### src/bcfp_pkg.sv
// shared types and character constants for the bracket command frame parser
package bcfp_pkg;

  localparam logic [7:0] CH_OPEN  = 8'h3C;
  localparam logic [7:0] CH_CLOSE = 8'h3E;
  localparam logic [7:0] CH_Q     = 8'h51;
  localparam logic [7:0] CH_S     = 8'h53;
  localparam logic [7:0] CH_R     = 8'h52;
  localparam logic [7:0] CH_E     = 8'h45;
  localparam logic [7:0] ARG_LOW  = 8'd32;
  localparam logic [7:0] ARG_HIGH = 8'd127;

  localparam int QUEUE_DEPTH = 2;

  typedef enum logic [2:0] {
    EV_NONE  = 3'd0,
    EV_ERROR = 3'd1,
    EV_Q     = 3'd2,
    EV_S     = 3'd3,
    EV_R     = 3'd4,
    EV_E     = 3'd5
  } event_t;

  typedef enum logic [1:0] {
    CMD_Q = 2'd0,
    CMD_S = 2'd1,
    CMD_R = 2'd2,
    CMD_E = 2'd3
  } cmd_t;

  typedef enum logic [2:0] {
    PH_START = 3'b001,
    PH_CMD   = 3'b010,
    PH_ARGS  = 3'b100
  } phase_t;

  // classified request handed from front to back
  typedef struct packed {
    logic   clear;
    event_t ev;
  } action_t;

  typedef struct packed {
    logic valid;
    logic full;
  } queue_status_t;

endpackage

### src/bcfp_front.sv
// front end: accepts requests and runs the frame parser
module bcfp_front
  import bcfp_pkg::*;
(
  input  logic          clk,
  input  logic          rst,
  input  logic          in_valid,
  output logic          in_stall,
  input  logic          mode,
  input  logic [7:0]    byte_value,
  input  queue_status_t qs,
  output logic          push,
  output action_t       push_data
);

  phase_t phase, phase_next;
  cmd_t   held, held_next;
  event_t ev;

  assign in_stall = qs.full;
  assign push     = in_valid && !qs.full;

  always_comb begin
    phase_next = phase;
    held_next  = held;
    ev         = EV_NONE;
    unique case (phase)
      PH_CMD: begin
        priority if (byte_value == CH_OPEN) begin
          ev = EV_ERROR;
        end else if (byte_value == CH_Q) begin
          held_next = CMD_Q; phase_next = PH_ARGS;
        end else if (byte_value == CH_S) begin
          held_next = CMD_S; phase_next = PH_ARGS;
        end else if (byte_value == CH_R) begin
          held_next = CMD_R; phase_next = PH_ARGS;
        end else if (byte_value == CH_E) begin
          held_next = CMD_E; phase_next = PH_ARGS;
        end else begin
          ev = EV_ERROR; phase_next = PH_START;
        end
      end
      PH_ARGS: begin
        priority if (byte_value == CH_CLOSE) begin
          phase_next = PH_START;
          unique case (held)
            CMD_Q: ev = EV_Q;
            CMD_S: ev = EV_S;
            CMD_R: ev = EV_R;
            CMD_E: ev = EV_E;
            default: ev = EV_Q;
          endcase
        end else if (byte_value == CH_OPEN) begin
          ev = EV_ERROR; phase_next = PH_START;
        end else if (byte_value >= ARG_LOW && byte_value <= ARG_HIGH) begin
          ev = EV_NONE;
        end else begin
          ev = EV_ERROR; phase_next = PH_START;
        end
      end
      default: begin
        // start phase, also catches any stray code
        if (byte_value == CH_OPEN) begin
          phase_next = PH_CMD;
        end else begin
          ev = EV_ERROR; phase_next = PH_START;
        end
      end
    endcase
    // a clear request leaves the parser untouched
    if (mode) begin
      phase_next = phase;
      held_next  = held;
      ev         = EV_NONE;
    end
  end

  assign push_data.clear = mode;
  assign push_data.ev    = ev;

  always_ff @(posedge clk) begin
    if (rst) begin
      phase <= PH_START;
      held  <= CMD_Q;
    end else if (push) begin
      phase <= phase_next;
      held  <= held_next;
    end
  end

endmodule

### src/bcfp_queue.sv
// short queue between the parser and the counter stage
module bcfp_queue
  import bcfp_pkg::*;
(
  input  logic          clk,
  input  logic          rst,
  input  logic          push,
  input  action_t       push_data,
  input  logic          pop,
  output action_t       pop_data,
  output queue_status_t qs
);

  localparam int PW = $clog2(QUEUE_DEPTH);

  action_t         entries [QUEUE_DEPTH];
  logic [PW-1:0]   wr_ptr, rd_ptr;
  logic [PW:0]     count;

  assign qs.valid = (count != '0);
  assign qs.full  = (count == (PW+1)'(QUEUE_DEPTH));
  assign pop_data = entries[rd_ptr];

  always_ff @(posedge clk) begin
    if (push) begin
      entries[wr_ptr] <= push_data;
    end
  end

  always_ff @(posedge clk) begin
    if (rst) begin
      wr_ptr <= '0;
      rd_ptr <= '0;
      count  <= '0;
    end else begin
      if (push) begin
        wr_ptr <= (wr_ptr == PW'(QUEUE_DEPTH - 1)) ? '0 : wr_ptr + PW'(1);
      end
      if (pop) begin
        rd_ptr <= (rd_ptr == PW'(QUEUE_DEPTH - 1)) ? '0 : rd_ptr + PW'(1);
      end
      unique case ({push, pop})
        2'b10:   count <= count + (PW+1)'(1);
        2'b01:   count <= count - (PW+1)'(1);
        default: count <= count;
      endcase
    end
  end

endmodule

### src/bcfp_back.sv
// back end: frame counters and the registered result
module bcfp_back
  import bcfp_pkg::*;
#(
  parameter int COUNT_WIDTH = 32
) (
  input  logic        clk,
  input  logic        rst,
  input  action_t     act,
  input  logic        act_valid,
  output logic        pop,
  output logic        out_valid,
  input  logic        out_stall,
  output logic [2:0]  event_code,
  output logic [31:0] q_count,
  output logic [31:0] s_count,
  output logic [31:0] r_count,
  output logic [31:0] e_count,
  output logic [31:0] error_count
);

  logic [COUNT_WIDTH-1:0] q_total, s_total, r_total, e_total, err_total;
  logic [COUNT_WIDTH-1:0] q_next, s_next, r_next, e_next, err_next;

  assign pop = act_valid && (!out_valid || !out_stall);

  always_comb begin
    q_next   = q_total;
    s_next   = s_total;
    r_next   = r_total;
    e_next   = e_total;
    err_next = err_total;
    if (act.clear) begin
      q_next   = '0;
      s_next   = '0;
      r_next   = '0;
      e_next   = '0;
      err_next = '0;
    end else begin
      unique case (act.ev)
        EV_ERROR: err_next = err_total + COUNT_WIDTH'(1);
        EV_Q:     q_next   = q_total + COUNT_WIDTH'(1);
        EV_S:     s_next   = s_total + COUNT_WIDTH'(1);
        EV_R:     r_next   = r_total + COUNT_WIDTH'(1);
        EV_E:     e_next   = e_total + COUNT_WIDTH'(1);
        default: ;
      endcase
    end
  end

  always_ff @(posedge clk) begin
    if (rst) begin
      q_total   <= '0;
      s_total   <= '0;
      r_total   <= '0;
      e_total   <= '0;
      err_total <= '0;
      out_valid <= 1'b0;
    end else begin
      if (pop) begin
        q_total   <= q_next;
        s_total   <= s_next;
        r_total   <= r_next;
        e_total   <= e_next;
        err_total <= err_next;
        out_valid <= 1'b1;
      end else if (!out_stall) begin
        out_valid <= 1'b0;
      end
    end
  end

  // result payload, low 32 bits of each counter
  always_ff @(posedge clk) begin
    if (pop) begin
      event_code  <= act.ev;
      q_count     <= 32'(q_next);
      s_count     <= 32'(s_next);
      r_count     <= 32'(r_next);
      e_count     <= 32'(e_next);
      error_count <= 32'(err_next);
    end
  end

endmodule

### src/bracket_command_frame_parser_top.sv
// top level of the bracket command frame parser with frame counters
//
//   channel  valid      stall      payload
//   input    in_valid   in_stall   mode, byte_value
//   output   out_valid  out_stall  event_code, q/s/r/e_count, error_count
//
// one request per cycle while in_stall is low; a request is written into the queue at
// acceptance, and its result is then registered in the counter stage's output register
// the two-entry queue lets the parser keep taking bytes while a result is stalled
// in_stall rises only when the queue is full
// synchronous reset returns the parser to the start phase and zeroes all counters
module bracket_command_frame_parser_top
  import bcfp_pkg::*;
#(
  parameter int COUNT_WIDTH = 32
) (
  input  logic        clk,
  input  logic        rst,
  input  logic        in_valid,
  output logic        in_stall,
  input  logic        mode,
  input  logic [7:0]  byte_value,
  output logic        out_valid,
  input  logic        out_stall,
  output logic [2:0]  event_code,
  output logic [31:0] q_count,
  output logic [31:0] s_count,
  output logic [31:0] r_count,
  output logic [31:0] e_count,
  output logic [31:0] error_count
);

  queue_status_t qs;
  logic          push, pop;
  action_t       push_data, pop_data;

  bcfp_front u_front (
    .clk        (clk),
    .rst        (rst),
    .in_valid   (in_valid),
    .in_stall   (in_stall),
    .mode       (mode),
    .byte_value (byte_value),
    .qs         (qs),
    .push       (push),
    .push_data  (push_data)
  );

  bcfp_queue u_queue (
    .clk       (clk),
    .rst       (rst),
    .push      (push),
    .push_data (push_data),
    .pop       (pop),
    .pop_data  (pop_data),
    .qs        (qs)
  );

  bcfp_back #(
    .COUNT_WIDTH (COUNT_WIDTH)
  ) u_back (
    .clk         (clk),
    .rst         (rst),
    .act         (pop_data),
    .act_valid   (qs.valid),
    .pop         (pop),
    .out_valid   (out_valid),
    .out_stall   (out_stall),
    .event_code  (event_code),
    .q_count     (q_count),
    .s_count     (s_count),
    .r_count     (r_count),
    .e_count     (e_count),
    .error_count (error_count)
  );

  a_no_push_when_full: assert property (@(posedge clk) disable iff (rst)
    push |-> !qs.full)
    else $error("queue written while full");

  a_pop_needs_entry: assert property (@(posedge clk) disable iff (rst)
    pop |-> qs.valid)
    else $error("counter stage took from an empty queue");

  a_reset_clears_out: assert property (@(posedge clk)
    rst |=> !out_valid)
    else $error("result valid right after reset");

  a_error_counts: assert property (@(posedge clk) disable iff (rst)
    (out_valid && !out_stall) ##1 (out_valid && event_code == EV_ERROR)
      |-> error_count != $past(error_count))
    else $error("error result without a change of the error count");

endmodule
### config.mk
export PLATFORM = sky130hd
export DESIGN_NAME = bracket_command_frame_parser_top
export DESIGN_NICKNAME = d
export VERILOG_FILES = /design/src/bcfp_pkg.sv /design/src/bcfp_front.sv /design/src/bcfp_queue.sv /design/src/bcfp_back.sv /design/src/bracket_command_frame_parser_top.sv
export SDC_FILE = /design/constraint.sdc
export NUM_CORES = 1
export LEC_CHECK = 0
export BUFFER_PORTS_ARGS = -buffer_cell sky130_fd_sc_hd__buf_2
export CAP_MARGIN = 25
export CELL_PAD_IN_SITES_DETAIL_PLACEMENT = 0
export CELL_PAD_IN_SITES_GLOBAL_PLACEMENT = 2
export CORE_ASPECT_RATIO = 1.75
export CORE_MARGIN = 10
export CORE_UTILIZATION = 31
export DETAILED_ROUTE_END_ITERATION = 12
export PLACE_DENSITY_LB_ADDON = 0.1
export SLEW_MARGIN = 10
export SYNTH_ARGS = -nofsm -noshare
export SYNTH_HDL_FRONTEND = slang
export SYNTH_SLANG_ARGS = --single-unit
### constraint.sdc
create_clock -name clk -period 8.34 [get_ports clk]
set_clock_uncertainty 0.2 [all_clocks]
set_input_delay 1.668 -clock clk [delete_from_list [all_inputs] [get_ports clk]]
set_output_delay 1.668 -clock clk [all_outputs]
set_load 0.05 [all_outputs]
# Yosys cells after proc, flatten, opt, wreduce, memory -nomap -nowiden
# Memory sizes are Yosys's and may differ from the RTL's. A register that Yosys moved wholly into a read port is not among the register bits.
# Index checks and enable logic that the tools add are counted.
[totals]
mem_bits_rw = 8
latchBits = 0
mem_count = 1
in_bits = 13
out_inout_bits = 165
wordCells = 111
register_bits = 333
romBits = 0
[memory_table]
columns = ["memory", "words", "width", "rd", "rd_clocked_by_memory_dff", "wr", "line_no", "source"]
rows = [
  ["u_queue.entries", 2, 4, 1, 1, 1, "bcfp_queue.sv:16", "action_t entries [QUEUE_DEPTH];"],
]
[op_classes]
n_mux = 45
bitwise_logic = 2
n_lt_le_gt_ge = 2
div_mod_pow = 0
add_sub_neg = 9
n_eq_ne = 22
reduce_logical = 13
multipliers = 0
shift = 0
[op_table]
columns = ["operator", "count"]
rows = [
  ["32-bit two-way mux", 10],
  ["32-bit by 1-bit adder with 32-bit output (second input constant)", 5],
  ["3-bit two-way mux", 15],
  ["8-bit by 7-bit == test with 1-bit output (second input constant)", 4],
  ["8-bit by 6-bit == test with 1-bit output (second input constant)", 2],
  ["3-bit case mux with 2 select lines", 2],
  ["3-bit case mux with 4 select lines", 1],
  ["1-bit two-way mux", 11],
  ["2-bit two-way mux", 5],
  ["3-bit by 2-bit == test with 1-bit output (second input constant)", 3],
  ["3-bit == test (second input constant)", 3],
  ["2-bit == test (second input constant)", 4],
  ["8-bit by 6-bit >= comparator with 1-bit output (second input constant)", 1],
  ["8-bit by 7-bit less-or-equal comparator with 1-bit output (second input constant)", 1],
  ["5-bit AND reduction", 1],
  ["2-bit by 1-bit == test with 1-bit output (second input constant)", 2],
  ["4-bit by 2-bit != test with 1-bit output (second input constant)", 1],
  ["2-bit case mux with 2 select lines", 1],
  ["4-bit AND reduction", 1],
  ["2-bit nonzero test", 2],
  ["4-bit nonzero test", 1],
  ["3-bit by 1-bit == test with 1-bit output (second input constant)", 1],
  ["1-bit logical AND", 3],
  ["1-bit zero test", 3],
  ["8 further kinds", 10],
]

# Depth between registers and ports, before layout
[logic_depth]
word_depth = 8
ltp_mapped = 9
depth_no_buf = 6

# Modules after synthesis
# A second synthesis with hierarchy kept.
[unflattened]
cells_unflattened = 1756
area_unflattened_um2 = 16799.9
[by_module_without_submodules]
columns = ["module", "instances", "seq_area_each_um2", "area_per_inst_um2", "cells_each"]
rows = [
  ["bcfp_back", 1, 8117.8, 15843.9, 1669],
  ["bcfp_queue", 1, 340.3, 493.0, 34],
  ["bcfp_front", 1, 100.1, 462.9, 53],
]

# Worst setup path before layout
# Ideal clock, no wire load.
[synth_timing]
path_type = "input-to-reg"
start = "input out_stall"
end = "register u_queue.count[1]"
setup_time_ns = 0.070
stages = 7
t_required_ns = 8.070
arrival_time_ns = 8.132
path_buffers = 2
slack_ns = -0.062
cell_sequence = "o2bb2ai_1 > inv_1 > clkbuf_1 > clkbuf_1 > ha_1 > or3_1 > a21oi_1"
[synth_between]
elab_chain_cells = 5
elab_cells_between_ends = 7
classes_between = "eq/ne: 2; mux: 1; reduce/logical: 4"
[synth_lines]
columns = ["element", "line_no", "source"]
rows = [
  ["start, declared", "bracket_command_frame_parser_top.sv:24", "input logic out_stall,"],
  ["1-bit zero test *", "bcfp_back.sv:25", "assign pop = act_valid && (!out_valid || !out_stall);"],
  ["1-bit logical OR *", "bcfp_back.sv:25", ""],
  ["1-bit logical AND *", "bcfp_back.sv:25", ""],
  ["net pop", "bracket_command_frame_parser_top.sv:34", "logic push, pop;"],
  ["2-bit by 1-bit == test with 1-bit output / 2-bit == test (equally long branches)", "bcfp_queue.sv:42", "unique case ({push, pop})"],
  ["2-bit case mux with 2 select lines / 2-bit nonzero test (equally long branches)", "-", ""],
  ["end signal, assigned", "bcfp_queue.sv:43", "2'b10: count <= count + (PW+1)'(1);"],
  ["end signal, assigned", "bcfp_queue.sv:44", "2'b01: count <= count - (PW+1)'(1);"],
  ["end signal, assigned", "bcfp_queue.sv:45", "default: count <= count;"],
  ["end, declared", "bcfp_queue.sv:18", "logic [PW:0] count;"],
]
# Mark *: on every way through the listed nets, which the timed path passes. The rest lies on a longest branch.
# A chain may end at the register's enable or synchronous reset.

==> results.sh <==
export IMPL_status="finished clean"
export IMPL_core_area_um2=55200
export IMPL_grt_overflow_total=0
export IMPL_drt_wl_total_mm=55.79
export IMPL_drv_cap=0
export IMPL_cts_repair_resized=0
export IMPL_dp_hpwl_mm=36.41
export IMPL_cts_num_sinks=342
export IMPL_synth_ff_type="edfxtp_1"
export IMPL_synthTopCellsByArea="edfxtp_1, dfxtp_1, nor2_1"
export IMPL_crit_fanout=66
export IMPL_syn_area_um2=17270
export IMPL_clockRootBuffer="clkbuf_16"
export IMPL_synthCells=1832
export IMPL_finalSetupViolations=0
export IMPL_ios=178
export IMPL_fmax_mhz=209.7
export IMPL_grt_max_degree=109
export IMPL_drtPass1Iterations=5
export IMPL_crit_top_cell="nand2_1"
export IMPL_die_area_um2=65930
export IMPL_crit_path_end_kind="flip-flop"
export IMPL_h_tree_depth=2
export IMPL_syn_nets=1851
export IMPL_die_width_um=198.4
export IMPL_worstSetupStartpointType="input pin"
export IMPL_synth_cell_types=84
export IMPL_fp_dieH_um=332.3
export IMPL_initial_core_util_pct=31.29
export IMPL_critPathSlowestCell="nand2_1"
export IMPL_synth_edf_count=171
export IMPL_cts_hold_buf=0
export IMPL_portBuffers=177
export IMPL_seq_area_frac_synth_pct=49.55
export IMPL_nFillCells=5655
export IMPL_hold_viol_final=0
export IMPL_cts_buffers_inserted=36
export IMPL_synth_top_area_share_pct=29.73
export IMPL_power_density_nw_per_um2=319.3
export IMPL_stdcell_count=2650
export IMPL_vdd_ir_drop_max_uv=234.3
export IMPL_avgRoutedWirePerCell_um=21.05
export IMPL_clk_path_buf_depth=3
export IMPL_tightest_slew_ns=0.9974
export IMPL_async_reset_ff_share_pct=0
export IMPL_place_gp_congestion=0.7745
export IMPL_ant_nets=0
export IMPL_final_common_cell="nor2_1"
export IMPL_period_share_pct=57.17
export IMPL_finalSetupTns_ns=0
export IMPL_path_clk_slew_ns=0.06
export IMPL_post_route_util_pct=36.08
export IMPL_yosysTopAreaCell="edfxtp_1"
export IMPL_insertion_delay_ns=0.55
export IMPL_period_needed_ns=4.768
export IMPL_synth_seq_cells=342
export IMPL_layout_common_cells="nor2_1, buf_2, dfxtp_1, edfxtp_1, nand2_1"
export IMPL_grt_pass1_vias=14280
export IMPL_dp_cells=2585
export IMPL_grtUsageTotal_pct=16.57
export IMPL_path_cells="buf_4 -> clkinv_1 -> nand2_1 -> nand2_1 -> o311ai_0 -> o41ai_1"
export IMPL_drc=0
export IMPL_antenna_cells=0
export IMPL_syn_to_final_growth_pct=15.30
export IMPL_grt_pass1_wl_mm=86.21
export IMPL_crit_arrival_ns=4.98
export IMPL_rsz0062_at_grt="false"
export IMPL_cts_tree="yes"
export IMPL_drive_gt1_share_pct=15.46
export IMPL_maxSlewHeadroom_pct=32.99
export IMPL_maxSlewViolCount=0
export IMPL_synth_avg_cell_area_um2=9.428
export IMPL_path_class="input pin to flip-flop"
export IMPL_nets=1947
export IMPL_cts_setup_buffers=0
export IMPL_pre_cts_slack_ns=2.861
export IMPL_antenna_found_initial=0
export IMPL_ys_warnings_count=0
export IMPL_drtIter0Drc=863
export IMPL_multi_input_area_um2=8128
export IMPL_max_stage_delay_ns=1.04
export IMPL_fin_ws_ns=3.572
export IMPL_regArea_um2=8558
export IMPL_vias=14320
export IMPL_required_ns=8.55
export IMPL_p_leak_nw=6.792
export IMPL_rows=114
export IMPL_vias_per_cell=5.405
export IMPL_min_path_type="flip-flop to flip-flop"
==> path summary, 6_finish.rpt <==
| check | from | endpoint | slack [ns] | cells past startpoint |
|---|---|---|---|---|
| setup / recovery | rst | u_back.s_total[28] | 3.57 | 6 |
| setup reg to reg | flip-flop | u_back.r_total[22] | 4.67 | 6 |
| hold / removal | u_front.held[0] | u_front.held[0] | 0.25 | 2 |
| hold reg to reg | u_front.held[0] | u_front.held[0] | 0.25 | 2 |
==> per-stage QoR <==
stage	hold WS [ns]	total power [mW]	cell area, um2
3_5_place_dp	0.2454	4.754	18700
6_report	0.2528	6.358	19910
4_1_cts	0.2537	6.496	19900
3_3_place_gp	0.2412	4.736	18670
5_1_grt	0.3005	6.654	19910
2_1_floorplan	0.2320	4.090	17270
==> final cells by class <==
cell class,instances,area share [%]
Inverter,20,0.4147
Clock inverter,17,0.9739
Sequential cell,342,42.98
Tap cell,696,4.373
Timing Repair Buffer,199,5.359
Clock buffer,47,5.089
Multi-Input combinational cell,1329,40.81
==> cell families (layout without fill, tap and decap cells) <==
group           after synthesis  in the layout  share of synthesized area (%)
fa+ha+maj                     6              6                         0.4346
compound gates              380            380                          14.68
flops                       342            342                          49.55
xor+xnor                    144            144                          7.302
simple gates                784            784                          23.35
mux                          15             15                         0.9128
buf+inv                     161            283                          3.774
==> sequential cells by signal, summed over array words and instances, names as in the netlist, named ones only <==
| signal | flops |
|---|---|
| u_back.r_total | 32 |
| u_back.err_total | 32 |
| u_back.q_total | 32 |
| u_queue.count | 2 |
| u_front.held | 2 |
| u_back.e_count | 32 |
| u_back.event_code | 3 |
| u_queue.wr_ptr | 1 |
| u_back.s_count | 32 |
| u_front.phase | 3 |
| u_queue.entries | 8 |
| u_queue.rd_ptr | 1 |
| u_back.r_count | 32 |
| u_back.out_valid | 1 |
| u_back.error_count | 32 |
| u_back.s_total | 32 |
| u_back.q_count | 32 |
| u_back.e_total | 32 |
==> synth_stat cells (12+ instances only) <==
| master | number |
|---|---|
| a21oi_1 | 96 |
| a31oi_1 | 70 |
| and2_1 | 12 |
| and3_1 | 34 |
| and4_1 | 28 |
| buf_2 | 16 |
| clkbuf_1 | 111 |
| dfxtp_1 | 171 |
| edfxtp_1 | 171 |
| inv_1 | 18 |
| nand2_1 | 152 |
| nand3_1 | 108 |
| nand4_1 | 63 |
| nor2_1 | 223 |
| nor3_1 | 20 |
| nor4_1 | 18 |
| o21ai_0 | 87 |
| o311ai_0 | 15 |
| o31ai_1 | 17 |
| or3_1 | 65 |
| xnor2_1 | 49 |
| xor2_1 | 95 |
==> critical path: cells and delay by family <==
kind,cells,cell delay (ns)
AOI/OAI and AO/OA,2,0.32
buffers and inverters,2,1.59
and+or+nand+nor,2,1.34
==> where the power goes <==
part           switching, mW  internal, mW  total, mW
combinational           1.98         0.359       2.34
sequential             0.125          2.20       2.33
clock                  0.714         0.982       1.70
==> metal layers <==
| metal | up-vias | track usage [%] | share of wire (%) |
|---|---|---|---|
| li1 | 6939 | - | - |
| met1 | 7011 | 19.99 | 42 |
| met2 | 316 | 29.34 | 51 |
| met3 | 56 | 2.697 | 4.7 |
| met4 | 0 | 4.887 | 2.1 |
| met5 | - | 0 | 0 |
Note: power is estimated with default switching activity, not from simulation.
